## src/rtl/core/ddbe_pkg.sv

```systemverilog
// Shared types and constants for the data directive byte encoder.
// Holds the channel payload structs and the front-to-back command format.
// No dependencies.
package ddbe_pkg;

  localparam int ADDR_WIDTH_DEF = 16;
  localparam int QUEUE_DEPTH    = 4;

  localparam logic [1:0] KIND_BYTE   = 2'd0;
  localparam logic [1:0] KIND_HALF   = 2'd1;
  localparam logic [1:0] KIND_WORD   = 2'd2;
  localparam logic [1:0] KIND_STRING = 2'd3;

  localparam logic [7:0] CH_NUL   = 8'h00;
  localparam logic [7:0] CH_LF    = 8'h0A;
  localparam logic [7:0] CH_TAB   = 8'h09;
  localparam logic [7:0] CH_VT    = 8'h0B;
  localparam logic [7:0] CH_FF    = 8'h0C;
  localparam logic [7:0] CH_CR    = 8'h0D;
  localparam logic [7:0] CH_SPACE = 8'h20;
  localparam logic [7:0] CH_QUOTE = 8'h22;
  localparam logic [7:0] CH_PLUS  = 8'h2B;
  localparam logic [7:0] CH_COMMA = 8'h2C;
  localparam logic [7:0] CH_MINUS = 8'h2D;
  localparam logic [7:0] CH_ZERO  = 8'h30;
  localparam logic [7:0] CH_NINE  = 8'h39;

  localparam logic [63:0] POS_LIMIT = 64'h7FFF_FFFF_FFFF_FFFF;
  localparam logic [63:0] NEG_LIMIT = 64'h8000_0000_0000_0000;
  localparam logic [63:0] TEN_LIMIT = 64'd922337203685477580;
  localparam logic [3:0]  POS_LAST_DIGIT = 4'd7;
  localparam logic [3:0]  NEG_LAST_DIGIT = 4'd8;

  typedef struct packed {
    logic [7:0] ch;
    logic [1:0] directive;
    logic       line_start;
  } in_item_t;

  typedef struct packed {
    logic        is_status;
    logic [7:0]  data_byte;
    logic [15:0] address;
    logic        syntax_error;
    logic        last;
  } out_item_t;

  typedef struct packed {
    logic        has_data;
    logic [1:0]  nbytes_m1;
    logic [31:0] data;
    logic        has_status;
    logic        err;
  } cmd_t;

endpackage

```

## src/rtl/core/data_directive_byte_encoder.sv

```systemverilog
// Data directive byte encoder: operand text in, data image bytes and
// line status out. Top level; depends on ddbe_pkg and the ddbe_* modules.
//
// Input channel: one character beat per cycle (in_valid / in_stall), with
// the line kind sampled on beats that carry line_start. Output channel:
// result beats (out_valid / out_stall), each a data byte at the data
// counter or an end-of-line status; last marks the final beat caused by
// one character.
// Throughput: one character per cycle while the command queue has room.
// The back end emits one result beat per cycle while out_stall is low;
// a word with status is five beats; the four-entry queue absorbs bursts.
// With the back end idle, the first result beat of a character is
// registered in the queue entry, the command register and the output
// register in turn; further beats of the same character follow one per
// cycle while out_stall is low, later when earlier commands are queued.
// Reset: parser goes idle, queue empties, data counter clears to zero.
// When the receiver stalls, the output beat holds; once the queue fills,
// in_stall rises until the back end drains an entry.
module data_directive_byte_encoder import ddbe_pkg::*; #(
  parameter int ADDR_WIDTH = ADDR_WIDTH_DEF
) (
  input  logic      clk,
  input  logic      rst_n,
  input  logic      in_valid,
  output logic      in_stall,
  input  in_item_t  in_data,
  output logic      out_valid,
  input  logic      out_stall,
  output out_item_t out_data
);

  logic push, pop, full, empty;
  cmd_t push_cmd, head;

  ddbe_front u_front (
    .clk      (clk),
    .rst_n    (rst_n),
    .in_valid (in_valid),
    .in_stall (in_stall),
    .in_data  (in_data),
    .full     (full),
    .push     (push),
    .push_cmd (push_cmd)
  );

  ddbe_fifo u_fifo (
    .clk      (clk),
    .rst_n    (rst_n),
    .push     (push),
    .push_cmd (push_cmd),
    .pop      (pop),
    .full     (full),
    .empty    (empty),
    .head     (head)
  );

  ddbe_back #(
    .ADDR_WIDTH (ADDR_WIDTH)
  ) u_back (
    .clk       (clk),
    .rst_n     (rst_n),
    .empty     (empty),
    .head      (head),
    .pop       (pop),
    .out_valid (out_valid),
    .out_stall (out_stall),
    .out_data  (out_data)
  );

endmodule

```

## src/rtl/core/ddbe_front.sv

```systemverilog
// Front end: line parser and decimal accumulator.
// Turns each character beat into at most one command for the back end.
// Depends on ddbe_pkg.
module ddbe_front import ddbe_pkg::*; (
  input  logic     clk,
  input  logic     rst_n,
  input  logic     in_valid,
  output logic     in_stall,
  input  in_item_t in_data,
  input  logic     full,
  output logic     push,
  output cmd_t     push_cmd
);

  typedef enum logic [7:0] {
    PH_IDLE    = 8'b0000_0001,
    PH_NSTART  = 8'b0000_0010,
    PH_NSIGN   = 8'b0000_0100,
    PH_NDIGITS = 8'b0000_1000,
    PH_NAFTER  = 8'b0001_0000,
    PH_NCOMMA  = 8'b0010_0000,
    PH_SSTART  = 8'b0100_0000,
    PH_SBODY   = 8'b1000_0000
  } phase_t;

  phase_t      ph_r, ph_nxt, ph_eff;
  logic [1:0]  kind_r, kind_nxt, kind_eff;
  logic        neg_r, neg_nxt;
  logic [63:0] acc_r, acc_nxt;
  logic        sat_r, sat_nxt;

  logic        accept;
  logic        is_eol, is_blank, is_digit, is_sign;
  logic [3:0]  digit;
  logic [63:0] thresh, acc_add, lim;
  logic        over;
  logic [31:0] num_value;
  logic [1:0]  size_m1;

  assign in_stall = full;
  assign accept   = in_valid && !full;

  assign is_eol   = (in_data.ch == CH_NUL) || (in_data.ch == CH_LF);
  assign is_blank = in_data.ch inside {CH_SPACE, CH_TAB, CH_CR, CH_VT, CH_FF};
  assign is_digit = in_data.ch inside {[CH_ZERO:CH_NINE]};
  assign is_sign  = (in_data.ch == CH_PLUS) || (in_data.ch == CH_MINUS);
  assign digit    = in_data.ch[3:0];

  always_comb begin
    lim = neg_r ? NEG_LIMIT : POS_LIMIT;
    if (neg_r) begin
      thresh = (digit <= NEG_LAST_DIGIT) ? TEN_LIMIT : TEN_LIMIT - 64'd1;
    end else begin
      thresh = (digit <= POS_LAST_DIGIT) ? TEN_LIMIT : TEN_LIMIT - 64'd1;
    end
    over      = acc_r > thresh;
    acc_add   = (acc_r << 3) + (acc_r << 1) + {60'd0, digit};
    num_value = neg_r ? (32'd0 - acc_r[31:0]) : acc_r[31:0];
    case (kind_r)
      KIND_HALF: size_m1 = 2'd1;
      KIND_WORD: size_m1 = 2'd3;
      default:   size_m1 = 2'd0;
    endcase
  end

  always_comb begin
    ph_nxt   = ph_r;
    kind_nxt = kind_r;
    neg_nxt  = neg_r;
    acc_nxt  = acc_r;
    sat_nxt  = sat_r;
    push     = 1'b0;
    push_cmd = '0;
    kind_eff = kind_r;
    ph_eff   = ph_r;
    if (in_data.line_start) begin
      kind_eff = in_data.directive;
      ph_eff   = (in_data.directive == KIND_STRING) ? PH_SSTART : PH_NSTART;
    end
    kind_nxt = kind_eff;
    ph_nxt   = ph_eff;
    case (ph_eff)
      PH_NSTART, PH_NCOMMA: begin
        if (is_eol) begin
          push = 1'b1;
          push_cmd.has_status = 1'b1;
          push_cmd.err = (ph_eff == PH_NCOMMA);
          ph_nxt = PH_IDLE;
        end else if (is_blank) begin
          ph_nxt = ph_eff;
        end else if (is_digit || is_sign) begin
          sat_nxt = 1'b0;
          if (is_sign) begin
            neg_nxt = (in_data.ch == CH_MINUS);
            acc_nxt = '0;
            ph_nxt  = PH_NSIGN;
          end else begin
            neg_nxt = 1'b0;
            acc_nxt = {60'd0, digit};
            ph_nxt  = PH_NDIGITS;
          end
        end else begin
          push = 1'b1;
          push_cmd.has_status = 1'b1;
          push_cmd.err = 1'b1;
          ph_nxt = PH_IDLE;
        end
      end
      PH_NSIGN, PH_NDIGITS: begin
        if (is_digit) begin
          ph_nxt = PH_NDIGITS;
          if (!sat_r) begin
            if (over) begin
              sat_nxt = 1'b1;
              acc_nxt = lim;
            end else begin
              acc_nxt = acc_add;
            end
          end
        end else if (ph_eff == PH_NSIGN) begin
          push = 1'b1;
          push_cmd.has_status = 1'b1;
          push_cmd.err = 1'b1;
          ph_nxt = PH_IDLE;
        end else begin
          push = 1'b1;
          push_cmd.has_data  = 1'b1;
          push_cmd.nbytes_m1 = size_m1;
          push_cmd.data      = num_value;
          if (is_eol) begin
            push_cmd.has_status = 1'b1;
            ph_nxt = PH_IDLE;
          end else if (is_blank) begin
            ph_nxt = PH_NAFTER;
          end else if (in_data.ch == CH_COMMA) begin
            ph_nxt = PH_NCOMMA;
          end else begin
            push_cmd.has_status = 1'b1;
            push_cmd.err = 1'b1;
            ph_nxt = PH_IDLE;
          end
        end
      end
      PH_NAFTER: begin
        if (is_eol) begin
          push = 1'b1;
          push_cmd.has_status = 1'b1;
          ph_nxt = PH_IDLE;
        end else if (is_blank) begin
          ph_nxt = PH_NAFTER;
        end else if (in_data.ch == CH_COMMA) begin
          ph_nxt = PH_NCOMMA;
        end else begin
          push = 1'b1;
          push_cmd.has_status = 1'b1;
          push_cmd.err = 1'b1;
          ph_nxt = PH_IDLE;
        end
      end
      PH_SSTART: begin
        if (is_eol || !(is_blank || in_data.ch == CH_QUOTE)) begin
          push = 1'b1;
          push_cmd.has_status = 1'b1;
          push_cmd.err = 1'b1;
          ph_nxt = PH_IDLE;
        end else if (in_data.ch == CH_QUOTE) begin
          ph_nxt = PH_SBODY;
        end
      end
      PH_SBODY: begin
        push = 1'b1;
        if (is_eol) begin
          push_cmd.has_status = 1'b1;
          push_cmd.err = 1'b1;
          ph_nxt = PH_IDLE;
        end else if (in_data.ch == CH_QUOTE) begin
          push_cmd.has_data   = 1'b1;
          push_cmd.has_status = 1'b1;
          ph_nxt = PH_IDLE;
        end else begin
          push_cmd.has_data = 1'b1;
          push_cmd.data     = {24'd0, in_data.ch};
        end
      end
      default: begin
        ph_nxt = PH_IDLE;
      end
    endcase
    if (!accept) begin
      push = 1'b0;
    end
  end

  always_ff @(posedge clk) begin
    if (!rst_n) begin
      ph_r   <= PH_IDLE;
      kind_r <= '0;
      neg_r  <= 1'b0;
      acc_r  <= '0;
      sat_r  <= 1'b0;
    end else if (accept) begin
      ph_r   <= ph_nxt;
      kind_r <= kind_nxt;
      neg_r  <= neg_nxt;
      acc_r  <= acc_nxt;
      sat_r  <= sat_nxt;
    end
  end

endmodule

```

## src/rtl/core/ddbe_fifo.sv

```systemverilog
// Command queue between the parser and the byte emitter.
// Small register queue with a combinational head. Depends on ddbe_pkg.
module ddbe_fifo import ddbe_pkg::*; (
  input  logic clk,
  input  logic rst_n,
  input  logic push,
  input  cmd_t push_cmd,
  input  logic pop,
  output logic full,
  output logic empty,
  output cmd_t head
);

  localparam int PW = $clog2(QUEUE_DEPTH);

  cmd_t          mem_r [QUEUE_DEPTH];
  logic [PW-1:0] wr_r, wr_nxt, rd_r, rd_nxt;
  logic [PW:0]   cnt_r, cnt_nxt;

  assign full  = (cnt_r == (PW+1)'(QUEUE_DEPTH));
  assign empty = (cnt_r == '0);
  assign head  = mem_r[rd_r];

  always_comb begin
    wr_nxt  = push ? wr_r + PW'(1) : wr_r;
    rd_nxt  = pop ? rd_r + PW'(1) : rd_r;
    cnt_nxt = cnt_r + (PW+1)'(push) - (PW+1)'(pop);
  end

  always_ff @(posedge clk) begin
    if (push) begin
      mem_r[wr_r] <= push_cmd;
    end
  end

  always_ff @(posedge clk) begin
    if (!rst_n) begin
      wr_r  <= '0;
      rd_r  <= '0;
      cnt_r <= '0;
    end else begin
      wr_r  <= wr_nxt;
      rd_r  <= rd_nxt;
      cnt_r <= cnt_nxt;
    end
  end

endmodule

```

## src/rtl/core/ddbe_back.sv

```systemverilog
// Back end: expands commands into byte and status result beats.
// Owns the data counter and the output register. Depends on ddbe_pkg.
module ddbe_back import ddbe_pkg::*; #(
  parameter int ADDR_WIDTH = ADDR_WIDTH_DEF
) (
  input  logic      clk,
  input  logic      rst_n,
  input  logic      empty,
  input  cmd_t      head,
  output logic      pop,
  output logic      out_valid,
  input  logic      out_stall,
  output out_item_t out_data
);

  localparam int EXT_W = (ADDR_WIDTH > 16) ? ADDR_WIDTH : 16;

  logic                  busy_r, busy_nxt;
  cmd_t                  cmd_r, cmd_nxt;
  logic [2:0]            step_r, step_nxt;
  logic [ADDR_WIDTH-1:0] dc_r, dc_nxt;
  logic                  ov_r, ov_nxt;
  out_item_t             od_r, od_nxt;

  logic       fire, done, in_data_phase;
  logic [2:0] n_data, total;
  logic [7:0] sel_byte;
  logic [EXT_W-1:0] dc_ext;

  assign out_valid = ov_r;
  assign out_data  = od_r;
  assign dc_ext    = EXT_W'(dc_r);

  always_comb begin
    n_data = cmd_r.has_data ? ({1'b0, cmd_r.nbytes_m1} + 3'd1) : 3'd0;
    total  = n_data + {2'd0, cmd_r.has_status};
    in_data_phase = step_r < n_data;
    case (step_r[1:0])
      2'd0:    sel_byte = cmd_r.data[7:0];
      2'd1:    sel_byte = cmd_r.data[15:8];
      2'd2:    sel_byte = cmd_r.data[23:16];
      default: sel_byte = cmd_r.data[31:24];
    endcase
    fire = busy_r && (!ov_r || !out_stall);
    done = fire && (step_r == total - 3'd1);

    ov_nxt   = ov_r && out_stall;
    od_nxt   = od_r;
    dc_nxt   = dc_r;
    step_nxt = step_r;
    busy_nxt = busy_r;
    cmd_nxt  = cmd_r;
    pop      = 1'b0;

    if (fire) begin
      ov_nxt = 1'b1;
      od_nxt.address = dc_ext[15:0];
      od_nxt.last    = (step_r == total - 3'd1);
      if (in_data_phase) begin
        od_nxt.is_status    = 1'b0;
        od_nxt.data_byte    = sel_byte;
        od_nxt.syntax_error = 1'b0;
        dc_nxt = dc_r + ADDR_WIDTH'(1);
      end else begin
        od_nxt.is_status    = 1'b1;
        od_nxt.data_byte    = '0;
        od_nxt.syntax_error = cmd_r.err;
      end
      step_nxt = step_r + 3'd1;
    end

    if (!busy_r || done) begin
      busy_nxt = !empty;
      pop      = !empty;
      cmd_nxt  = head;
      step_nxt = '0;
    end
  end

  always_ff @(posedge clk) begin
    cmd_r <= cmd_nxt;
    od_r  <= od_nxt;
  end

  always_ff @(posedge clk) begin
    if (!rst_n) begin
      busy_r <= 1'b0;
      step_r <= '0;
      dc_r   <= '0;
      ov_r   <= 1'b0;
    end else begin
      busy_r <= busy_nxt;
      step_r <= step_nxt;
      dc_r   <= dc_nxt;
      ov_r   <= ov_nxt;
    end
  end

endmodule

```

## config.mk

```make
export PLATFORM = sky130hd
export DESIGN_NAME = data_directive_byte_encoder
export DESIGN_NICKNAME = d
export VERILOG_FILES = /design/src/rtl/core/ddbe_pkg.sv /design/src/rtl/core/data_directive_byte_encoder.sv /design/src/rtl/core/ddbe_front.sv /design/src/rtl/core/ddbe_fifo.sv /design/src/rtl/core/ddbe_back.sv
export SDC_FILE = /design/constraint.sdc
export NUM_CORES = 1
export LEC_CHECK = 0
export BUFFER_PORTS_ARGS = -buffer_cell sky130_fd_sc_hd__buf_2
export CAP_MARGIN = 20
export CORE_UTILIZATION = 35
export CTS_CLUSTER_DIAMETER = 80
export DETAILED_ROUTE_END_ITERATION = 10
export SLEW_MARGIN = 10
export SYNTH_ARGS = -nofsm -noshare
export SYNTH_HDL_FRONTEND = slang
export SYNTH_HIERARCHICAL = 1
export SYNTH_SLANG_ARGS = --single-unit
```

## constraint.sdc

```tcl
create_clock -name clk -period 6.6 [get_ports clk]
set_input_delay 0.33 -clock clk [delete_from_list [all_inputs] [get_ports clk]]
set_output_delay 0.33 -clock clk [all_outputs]
set_load 0.02 [all_outputs]
```

# == Word-level counts from Yosys, hierarchy flattened ==
# Memory sizes are Yosys's and may differ from the RTL's. A register that Yosys moved wholly into a read port is not among the register bits.
# Cells that the tools add are included.
# word_totals
n_memories,1
output_inout_bits,29
input_bits,15
register_bits,131
elab_cells,175
ram_bits,148
romBits,0
latchBits,0
# op_classes
bitwise_logic,3
mux,76
div_mod_pow,0
mul,0
n_shift,0
magnitude_cmp,6
n_eq_ne,29
add_sub_neg,12
n_reduce_logical,31
# memory_table
name,words,word_bits,read_ports,rd_ports_with_merged_regs,wr,line_no,source
u_fifo.mem_r,4,37,1,1,1,ddbe_fifo.sv:16,cmd_t mem_r [QUEUE_DEPTH];
# op_table
operator,count
2-to-1 mux 64 bit,8
case mux 64 bit (2 select lines),1
2-to-1 mux 8 bit,12
adder 64 x 4 -> 64 bit,1
adder 64 bit,1
greater-than comparator 64 bit,1
2-to-1 mux 32 bit,2
case mux 32 bit (2 select lines),1
"== test 8 x 4 -> 1 bit, second input constant",6
"== test 8 x 6 -> 1 bit, second input constant",6
case mux 8 bit (5 select lines),1
2-to-1 mux 37 bit,1
2-to-1 mux 35 bit,1
"subtractor 1 x 32 -> 32 bit, first input constant",1
2-to-1 mux 1 bit,26
case mux 8 bit (3 select lines),1
"adder 16 x 1 -> 16 bit, second input constant",1
2-to-1 mux 2 bit,8
2-to-1 mux 6 bit,2
case mux 2 bit (5 select lines),1
2-to-1 mux 3 bit,3
2-to-1 mux 9 bit,1
"== test 8 x 2 -> 1 bit, second input constant",1
"== test 8 x 3 -> 1 bit, second input constant",1
39 further kinds,69

# == Longest topological paths before layout ==
# Gate-level depths: netlist of run 1.
# depth
ltp_word,10
mapped_depth,17
depth_no_buf,15

# == Hierarchy ==
# The synthesis of run 1 kept the hierarchy.
# modules_own_cells
mod,n_inst,area_per_inst_um2,cells_per_inst,seq_area_each_um2
ddbe_front,1,8931.1,1236,1521.5
ddbe_fifo,1,5838.1,236,4624.4
ddbe_back,1,3299.4,235,2342.2

# == Least setup slack after synthesis of run 1 ==
# Ideal clock, no wire load.
# synth_timing
path_kind,reg-to-reg
start,reg u_back/cmd_r[34] (netlist name)
end,reg u_fifo.cnt_r[2]
period_less_slack_ns,5.851
n_path_buf,0
required_ns,6.483
setup_slack_ns,0.749
path_stages_with_launch,14
arrival_time_ns,5.733
setup_time_ns,0.117
cell_sequence,edfxtp_1 ha_1 nand2_1 ha_1 xor2_1 nand2_1 o31ai_1 nor2b_1 ha_1 inv_1 ha_1 fa_1 xor3_1 nor2_1
# synth_between
elab_chain_len,9
# synth_lines
item,line_no,source
adder 2 x 1 -> 3 bit,ddbe_back.sv:35,"n_data = cmd_r.has_data ? ({1'b0, cmd_r.nbytes_m1} + 3'd1) : 3'd0;"
2-to-1 mux 3 bit,ddbe_back.sv:35,
adder 3 x 1 -> 3 bit,ddbe_back.sv:36,"total = n_data + {2'd0, cmd_r.has_status};"
subtractor 3 x 1 -> 3 bit,ddbe_back.sv:45,done = fire && (step_r == total - 3'd1);
== test 3 bit,ddbe_back.sv:45,
logical AND 1 bit,ddbe_back.sv:45,
logical OR 1 bit,ddbe_back.sv:72,if (!busy_r || done) begin
2-to-1 mux 1 bit,ddbe_back.sv:72,
via pop,data_directive_byte_encoder.sv:32,"logic push, pop, full, empty;"
subtractor 3 x 1 -> 3 bit,ddbe_fifo.sv:27,cnt_nxt = cnt_r + (PW+1)'(push) - (PW+1)'(pop);
"end signal, assigned",ddbe_fifo.sv:44,cnt_r <= cnt_nxt;
"end, declared",ddbe_fifo.sv:18,"logic [PW:0] cnt_r, cnt_nxt;"
# The timed path passes the listed nets, and every way through them passes these cells.
# A chain may end at the register's enable or synchronous reset.

# == Final worst setup path of run 1 ==
# layout_timing
start,reg u_front.acc_r[2]
end,reg u_front.acc_r[60]
# layout_between
elab_chain_len,6
elab_cells_between_ends,7
cone_classes,add/sub: 2; order compare: 1; mux: 4
# layout_lines
item,line_no,source
"start, declared",ddbe_front.sv:29,"logic [63:0] acc_r, acc_nxt;"
"start signal, assigned",ddbe_front.sv:205,acc_r <= acc_nxt;
adder 64 bit,ddbe_front.sv:57,"acc_add = (acc_r << 3) + (acc_r << 1) + {60'd0, digit};"
adder 64 x 4 -> 64 bit,ddbe_front.sv:57,
2-to-1 mux 64 bit (*),ddbe_front.sv:113,if (over) begin
2-to-1 mux 64 bit (*),ddbe_front.sv:112,if (!sat_r) begin
2-to-1 mux 64 bit (*),ddbe_front.sv:110,if (is_digit) begin
case mux 64 bit (2 select lines) (*),ddbe_front.sv:82,case (ph_eff)
# Mark *: on every way between the ends. The rest lies on a longest branch, timed or not. The select of a mux whose other input is x is not followed.

==> results of run 1 <==
## final timing paths
path	slack [ps]	start	depth (start not counted)	endpoint
max	2200	u_front/acc_r[2]	14	u_front/acc_r[60]
min	80	in_data[2]	3	u_front/kind_r[1]
max reg2reg	2200	u_front/acc_r[2]	14	u_front/acc_r[60]
min reg2reg	460	u_back/dc_ext[15]	0	u_back/out_data[17]
## sequential cells by signal, summed over array words and instances (netlist names), named ones only
name,count
u_back/out_valid,1
u_back/dc_ext,16
u_front/acc_r,64
u_fifo/rd_r,2
u_back/out_data,27
u_front/kind_r,2
u_back/step_r,3
u_fifo/cnt_r,3
u_fifo/mem_r,148
u_fifo/wr_r,2
u_back/cmd_r,37
u_back/busy_r,1
u_front/sat_r,1
u_front/ph_r,8
u_front/neg_r,1
## power by group through the flow
stage               registers (W)  logic [W]  clock network (W)
global route              0.00249   0.000913            0.00215
CTS                       0.00247   0.000845            0.00208
detailed placement        0.00251   0.000844                  0
floorplan                 0.00257   0.000569                  0
finish                    0.00247   0.000826            0.00203
global placement          0.00251   0.000825                  0
## layout make-up
cell class                      instances  share of cell area (%)
Sequential cell                       318                    42.2
Tap cell                              672                    4.18
Clock inverter                         20                    1.06
Inverter                               40                   0.746
Timing Repair Buffer                   57                    1.59
Multi-Input combinational cell       1275                    45.3
Clock buffer                           47                    4.94
## metrics by stage
step	hold slack, ps	power, W
3_3_place_gp	439	0.00334
2_1_floorplan	417	0.00314
6_report	76.3	0.00533
4_1_cts	51.8	0.00540
3_5_place_dp	454	0.00336
5_1_grt	86.4	0.00556
## layer usage
| layer | part of all wire (%) | vias up | track usage, % |
|---|---|---|---|
| met2 | 48 | 336 | 27.6 |
| met1 | 46 | 6385 | 21.6 |
| li1 | - | 6462 | - |
| met4 | 2.4 | 2 | 4.67 |
| met3 | 4.3 | 64 | 2.60 |
| met5 | 0.030 | - | 0 |
## cell usage after synthesis (4+ instances only)
cell and n:
nor2_1 133, and2_1 14, nand3_1 31, a21boi_0 27
ha_1 143, nor3_1 29, a31oi_1 20, or4_1 11
o31ai_1 18, o21a_1 9, nand4_1 25, buf_2 4
edfxtp_1 212, dfxtp_1 106, nand3b_1 4, a21oi_1 143
nand2_1 172, mux2i_1 7, clkbuf_1 60, o21bai_1 13
o211ai_1 30, or3_1 16, mux4_1 7, or2_2 7
nor2b_1 25, o22ai_1 6, o21ai_0 115, xor2_1 52
nand2b_1 9, a222oi_1 8, a21o_1 29, and3_1 9
mux4_2 30, xnor2_1 50, a211oi_1 8, inv_1 40
nor4_1 17
## critical path, cell delays in order, from the launching register on
cell and delay, ps:
dfxtp_1 400, fa_1 550, inv_1 70, fa_1 460
nor2b_1 180, o2111ai_1 160, a21oi_1 240, o21bai_1 120
a21oi_1 390, a31oi_1 280, o31ai_1 410, a221oi_1 200
o31ai_1 300, mux2_2 370, a211oi_1 200
## logic make-up after synthesis
logic type	Yosys count
adder cells (fa/ha/maj)	146
AND/OR/NAND/NOR	519
flip-flops	318
XOR/XNOR	103
buffers and inverters	114
AO/OA/AOI/OAI	462
multiplexers	45
==> flow_summary.json, run 1 <==
{
  "status": "finished clean",
  "seq_power_share_pct": 46.4,
  "vias": 13200,
  "register_area_sq_mm": 0.00849,
  "synthArstFlopShare_pct": 0,
  "numCtsBuffers": 37,
  "routed_wl_um": 43200,
  "internal_power_w": 0.00392,
  "synth_top_area_share_pct": 35.2,
  "grt_usage_pct": 16.4,
  "clkLatencyLatePin_ps": 550,
  "ir_drop_mv": 0.192,
  "synth_seq_cells": 318,
  "finClkSkew_ps": 10.5,
  "clockRootBuffer": "clkbuf_16",
  "multi_input_area_sq_mm": 0.00913,
  "vias_per_cell": 5.45,
  "fin_crit_sh_pct": 66.6,
  "yosysWarnings": 6,
  "cts_resized": 0,
  "cts.path.max_buffers": 3,
  "grt_max_degree": 51,
  "final_cells": 2429,
  "p_per_area_mw_per_mm2": 265,
  "finalNetCount": 1890,
  "p_leak_nw": 7.46,
  "synth_cell_types": 81,
  "path_class": "reg -> reg",
  "cp-end-kind": "register",
  "setup_tns_ps": 0,
  "die_width_um": 229,
  "slew_violations": 0,
  "hold_viol": 0,
  "path_max_fanout": 8,
  "antenna_found_initial": 1,
  "drive_gt1_share_pct": 9.73,
  "ant_nets": 0,
  "clkTransAtPathRegs_ps": 60,
  "post_cts_buffers": 0,
  "n_fill_cell": 4814,
  "io_pins": 44,
  "cts_tree": "yes",
  "first_global_vias": 12800,
  "final_common_cell": "edfxtp_1",
  "combPwrFrac_pct": 15.5,
  "hp-class": "in -> reg",
  "synth_compound_area_share_pct": 16.0,
  "dieArea_sq_mm": 0.0525,
  "port_buffers": 43,
  "yosys.area_share.adder_pct": 10.2,
  "clkPwrFrac_pct": 38.1,
  "synth_nets": 1868,
  "synthSimpleGateAreaFrac_pct": 13.7,
  "postLayoutCoreUtil_pct": 39.8,
  "synthMuxAreaShare_pct": 5.21,
  "globalRouteOverflowTotal": 0,
  "postCtsHoldBufs": 0,
  "place_inst": 2361,
  "worst_slack_ps": 2200,
  "syn2layout_area_growth_pct": 11.4,
  "core.rowCount": 82,
  "placed_cell_area_sq_mm": 0.0189,
  "start_kind": "register",
  "place_ws_ps": 2130,
  "arrival_ps": 4860,
  "tightest_slew_ps": 1070,
  "rsz0062_at_grt": "no",
  "wire_per_inst_um": 17.8,
  "netlist_top_cells_area": "edfxtp_1 (35%), dfxtp_1 (12%), ha_1 (9.9%)",
  "initial_core_util_pct": 35.7,
  "cap_violations": 0,
  "p_switching_w": 0.00140,
  "die_h_um": 229,
  "grt_pass1_wl_um": 69300,
  "critPathRequiredTime_ps": 7060,
  "n_antenna_cell": 0,
  "synth_seq_area_share_pct": 47.0,
  "hpwlAfterDp_um": 30900,
  "cts_max_level": 2,
  "switching_share_pct": 26.4,
  "fmax_ghz": 0.227,
  "synth_area_sq_mm": 0.0181,
  "synth_top_family_by_area": "compound AO/OA/AOI/OAI gates",
  "synth.largest_area_cell": "edfxtp_1",
  "mostFrequentLayoutCells": "edfxtp_1 (212), nand2_1 (172), ha_1 (143), a21oi_1 (141), nor2_1 (133)",
  "core_area_sq_mm": 0.0506,
  "drt-initial-drc-count": 1094,
  "setup_viol": 0,
  "cts.sinks": 318,
  "remaining_drc_errors": 0,
  "min_period_ps": 4400,
  "dr.pass1.iters": 6,
  "max_slew_margin_pct": 28.9,
  "synth_xor_area_share_pct": 5.08,
  "synth_edf_count": 212,
  "gp_congestion": 0.906,
  "synth_cells": 1707,
  "ys.flop_type": "edfxtp_1",
  "synth.avg_cell_area_sq_um": 10.6,
  "stdcell_area_sq_mm": 0.0201
}
Note: power is estimated with default switching activity, not from simulation.
==> run 2, diff against run 1 <==
==> constraint.sdc (replaced) <==
create_clock -name clk -period 4.14 [get_ports clk]
set_input_delay 0.207 -clock clk [delete_from_list [all_inputs] [get_ports clk]]
set_output_delay 0.207 -clock clk [all_outputs]
set_load 0.02 [all_outputs]
==> run 2 against run 1 <==
Against the previous run: worst setup slack worse by 2100 ps; critical path depth down 3; final cell count up 1.2%; critical endpoint is now u_fifo/mem_r[2][33]; die area unchanged; fmax up 8.0%; register-to-register slack worse by 2100 ps; critical path type unchanged; clock power up 56%.
==> flow_summary.json, run 2 (synthesis results as in run 1) <==
{
  "drt-initial-drc-count": 919,
  "total_power_w": 0.00846,
  "grt_usage_pct": 16.6,
  "setup_viol": 0,
  "min_period_ps": 4070,
  "path_class": "reg -> reg",
  "tightest_slew_ps": 751,
  "slowest_stage": "or4_4",
  "status": "finished clean",
  "vias_per_cell": 5.44,
  "finalNetCount": 1925,
  "hp-class": "in -> reg",
  "max_slew_margin_pct": 49.5,
  "antenna_found_initial": 2,
  "numCtsBuffers": 37,
  "cts_tree": "yes",
  "p_per_area_mw_per_mm2": 414,
  "clockRootBuffer": "clkbuf_16",
  "die_width_um": 229,
  "critPathRequiredTime_ps": 4420,
  "regMostFlops": "u_fifo/mem_r",
  "initial_core_util_pct": 35.7,
  "core_area_sq_mm": 0.0506,
  "core.rowCount": 82,
  "clkTransAtPathRegs_ps": 60,
  "cp_cell_sequence": "or4_4, or4_4, or2_4, or3_4, or3_4, or4_4, or2_4, or3_4, o41ai_4, xor2_1, nor2_2",
  "largest_reg_flops": 148,
  "port_buffers": 43,
  "gp_congestion": 0.904,
  "dr.pass1.iters": 5,
  "ir_drop_mv": 0.241,
  "worst_slack_ps": 68.3,
  "final_common_cell": "edfxtp_1",
  "slew_violations": 0,
  "cts_max_level": 2,
  "fin_crit_sh_pct": 98.3,
  "vias": 13400,
  "die_h_um": 229,
  "crit_path_max_incr_delay_ps": 540,
  "multi_input_area_sq_mm": 0.00916,
  "register_area_sq_mm": 0.00849,
  "path_max_fanout": 4,
  "arrival_ps": 4350,
  "finClkSkew_ps": 20.1,
  "grt_max_degree": 41,
  "path_buf_inv": 0,
  "remaining_drc_errors": 0,
  "cts.path.max_buffers": 3,
  "cap_violations": 0,
  "globalRouteOverflowTotal": 0,
  "first_global_vias": 13000,
  "dieArea_sq_mm": 0.0525,
  "rsz0062_at_grt": "yes",
  "start_kind": "register",
  "mostFrequentLayoutCells": "edfxtp_1 (212), nand2_1 (172), ha_1 (143), a21oi_1 (140), nor2_1 (132)",
  "cts.sinks": 318,
  "crit_family": "simple AND/OR/NAND/NOR gates",
  "hold_ws_ps": 38.3,
  "largest_registers": "u_fifo/mem_r: 148 flops, u_front/acc_r: 64 flops, u_back/cmd_r: 37 flops",
  "hold_viol": 0,
  "p_leak_nw": 7.63,
  "clkLatencyLatePin_ps": 540,
  "place_ws_ps": 30.2,
  "ant_nets": 0,
  "cp-end-kind": "register",
  "syn2layout_area_growth_pct": 13.2,
  "routed_wl_um": 43800,
  "fmax_ghz": 0.246,
  "io_pins": 44,
  "hpwlAfterDp_um": 31400,
  "n_fill_cell": 4846,
  "wire_per_inst_um": 17.8,
  "grt_pass1_wl_um": 70500,
  "drive_gt1_share_pct": 11.7
}
run 2: per-layer routing:
metal	vias up	GRT usage, %	routed length [um]
met2	335	26.7	20100
met1	6456	23.3	20600
met4	2	3.79	687
met3	54	2.55	2430
li1	6536	-	-
met5	-	0	13
run 2: layout make-up:
type / count / area share (%)
Inverter: 40 / 0.734
Clock buffer: 47 / 4.86
Antenna cell: 1 / 0.0122
Sequential cell: 318 / 41.5
Multi-Input combinational cell: 1275 / 44.8
Clock inverter: 14 / 0.893
Timing Repair Buffer: 92 / 3.12
Tap cell: 672 / 4.11
run 2: path summary, 6_finish.rpt:
kind                          start                  end  slack (ps)  cells after the start
hold / removal           in_data[0]    u_front/kind_r[0]          40                      3
setup reg to reg   u_front/acc_r[0]  u_fifo/mem_r[2][33]          70                     11
hold reg to reg   u_front/acc_r[63]    u_front/acc_r[63]         460                      2
setup / recovery   u_front/acc_r[0]  u_fifo/mem_r[2][33]          70                     11
run 2: report_power, final:
group          leakage, nW  total, W  internal (W)  switching (W)
sequential            2.63   0.00395       0.00382       0.000133
combinational         4.44   0.00133      0.000540       0.000794
clock                0.562   0.00317       0.00189        0.00128
run 2: worst reg2reg max path, delay by kind of cell, from the launching register on:
family          cells  cell delay (ps)
flops               1              360
simple gates        9             3010
compound gates      1              220
xor+xnor            1              230
run 2: timing repair:
action | CTS | global route
hold endpoints to repair | 3 | 0
hold buffers | 2 | 0
setup buffers | 0 | 1
endpoints found under the setup margin | 0 | 10
resized for setup | 0 | 9
run 2: through the flow:
| step | util (%) | cell area (sq um) | std cells | setup TNS [ps] |
|---|---|---|---|---|
| CTS | 40.4 | 20400 | 2456 | 0 |
| floorplan | - | 18100 | 1707 | 0 |
| finish | 40.4 | 20500 | 2459 | 0 |
| global route | 40.4 | 20500 | 2458 | -127 |
| detailed placement | 38.0 | 19200 | 2393 | 0 |
| global placement | 38.0 | 19200 | 2393 | 0 |
==> run 3, diff against run 2 <==
--- a/config.mk
+++ b/config.mk
@@ -10,6 +10,7 @@
 export CORE_UTILIZATION = 35
 export CTS_CLUSTER_DIAMETER = 80
 export DETAILED_ROUTE_END_ITERATION = 10
+export SETUP_SLACK_MARGIN = 0.4
 export SLEW_MARGIN = 10
 export SYNTH_ARGS = -nofsm -noshare
 export SYNTH_HDL_FRONTEND = slang
==> run 3 against run 2 <==
Against the previous run: first-iteration DRC count decreased by 2.3%; utilization increased by 0.67 points; critical path type unchanged; highest routed layer unchanged; largest power group unchanged; sequential share of layout area decreased by 0.66 points.
==> flow_summary.json, run 3 (synthesis results as in run 1) <==
{
  "antenna_found_initial": 4,
  "grt_max_degree": 42,
  "finalNetCount": 1937,
  "die_h_um": 229,
  "largest_registers": "u_fifo/mem_r: 148 flops, u_front/acc_r: 64 flops, u_back/cmd_r: 37 flops",
  "total_power_w": 0.00861,
  "tightest_slew_ps": 1000,
  "register_area_sq_mm": 0.00850,
  "ir_drop_mv": 0.298,
  "p_per_area_mw_per_mm2": 414,
  "hold_viol": 0,
  "start_kind": "register",
  "port_buffers": 43,
  "ant_nets": 0,
  "max_slew_margin_pct": 33.3,
  "dieArea_sq_mm": 0.0525,
  "critPathRequiredTime_ps": 4460,
  "place_inst": 2397,
  "rsz0062_at_grt": "yes",
  "cts_tree": "yes",
  "path_max_fanout": 4,
  "drive_gt1_share_pct": 14.3,
  "final_cells": 2477,
  "n_fill_cell": 4889,
  "multi_input_area_sq_mm": 0.00932,
  "cap_violations": 0,
  "fmax_ghz": 0.253,
  "drt-initial-drc-count": 898,
  "core.rowCount": 82,
  "clkLatencyLatePin_ps": 570,
  "wire_per_inst_um": 17.7,
  "vias": 13400,
  "arrival_ps": 4270,
  "clockRootBuffer": "clkbuf_16",
  "mostFrequentLayoutCells": "edfxtp_1 (212), nand2_1 (172), ha_1 (142), a21oi_1 (135), nor2_1 (131)",
  "first_global_vias": 13100,
  "globalRouteOverflowTotal": 0,
  "routed_wl_um": 43700,
  "switching_share_pct": 26.1,
  "setup_tns_ps": 0,
  "vias_per_cell": 5.41,
  "finClkSkew_ps": 32.6,
  "syn2layout_area_growth_pct": 15.1,
  "die_width_um": 229,
  "numCtsBuffers": 37,
  "io_pins": 44,
  "grt_usage_pct": 16.5,
  "clkPwrFrac_pct": 38.6,
  "p_switching_w": 0.00225,
  "grt_pass1_wl_um": 70100,
  "hpwlAfterDp_um": 31500,
  "path_class": "reg -> reg",
  "status": "finished clean",
  "regMostFlops": "u_fifo/mem_r",
  "cts.sinks": 318,
  "initial_core_util_pct": 35.7,
  "slew_violations": 0,
  "cp-end-kind": "register",
  "setup_viol": 0,
  "cts_max_level": 2,
  "min_period_ps": 3950,
  "fin_crit_sh_pct": 95.5,
  "core_area_sq_mm": 0.0506,
  "remaining_drc_errors": 0,
  "final_common_cell": "edfxtp_1",
  "seq_power_share_pct": 46.3,
  "combPwrFrac_pct": 15.0,
  "cts.path.max_buffers": 3,
  "worst_slack_ps": 188,
  "p_leak_nw": 7.76,
  "dr.pass1.iters": 5,
  "hp-class": "in -> reg",
  "internal_power_w": 0.00636,
  "place_ws_ps": 2.99,
  "clkTransAtPathRegs_ps": 60,
  "gp_congestion": 0.906,
  "largest_reg_flops": 148
}
## run 3: changes by cell type in the layout (fill, tap and decap cells not counted), moves of 3 or more
cell,change
a211oi_2,+4
a21oi_2,+5
buf_4,+10
a211oi_1,-4
dfxtp_2,+5
a21oi_1,-5
a31oi_1,-3
dfxtp_1,-4
clkinv_2,+5
o21ai_0,-4
## run 3: final cells by class
type                    instances  share of cell area, %
inverters                      40                  0.722
multi-input cells            1275                   44.8
repair buffers                104                   3.53
clock inverters                20                   1.38
well taps                     672                   4.04
flip-flops and latches        318                   40.8
clock buffers                  45                   4.64
diodes                          3                 0.0361
## run 3: worst max-delay path: stages, from the launching register on
cell and delay [ps]:
dfxtp_2 320, or4_4 530, or4_4 430, or2_1 250
or3_4 330, or3_4 330, or4_4 420, or2_4 250
or3_4 350, o41ai_4 220, xor2_1 210, nor2_2 70
## run 3: what timing repair did
item                                   CTS  global route
buffers inserted                         3             4
resized for setup                       15            27
pin swaps                                4             6
hold buffers                             4             0
endpoints found under the hold margin    3             0
setup endpoints to repair               25            45
## run 3: metal layers
| metal | vias to the layer above | wire (um) | GRT usage, % | share of wire, % |
|---|---|---|---|---|
| li1 | 6568 | - | - | - |
| met1 | 6434 | 20500 | 22.9 | 47 |
| met2 | 326 | 19800 | 26.5 | 45 |
| met3 | 65 | 2600 | 2.71 | 5.9 |
| met4 | 2 | 884 | 4.60 | 2.0 |
| met5 | - | 15 | 0 | 0.034 |
## run 3: worst paths after layout
| kind | endpoint | cells after the start | slack (ps) | start |
|---|---|---|---|---|
| setup / recovery | u_fifo/mem_r[0][33] | 11 | 190 | u_front/acc_r[0] |
| hold reg to reg | u_front/acc_r[63] | 2 | 460 | u_front/acc_r[63] |
| hold / removal | u_front/acc_r[0] | 3 | 70 | in_data[3] |
| setup reg to reg | u_fifo/mem_r[0][33] | 11 | 190 | u_front/acc_r[0] |
## run 3: power groups by stage
stage               logic (W)  clock network, W  registers [W]
floorplan            0.000931                 0        0.00409
global placement      0.00128                 0        0.00406
detailed placement    0.00130                 0        0.00407
CTS                   0.00131           0.00342        0.00400
global route          0.00143           0.00353        0.00403
finish                0.00129           0.00333        0.00399
## run 3: metrics by stage
| stage | hold slack, ps | cell area (sq um) | util [%] |
|---|---|---|---|
| 2_1_floorplan | 325 | 18100 | - |
| 3_3_place_gp | 441 | 19300 | 38.1 |
| 3_5_place_dp | 453 | 19300 | 38.1 |
| 4_1_cts | 45.5 | 20600 | 40.8 |
| 5_1_grt | 57.5 | 20800 | 41.1 |
| 6_report | 66.0 | 20800 | 41.1 |
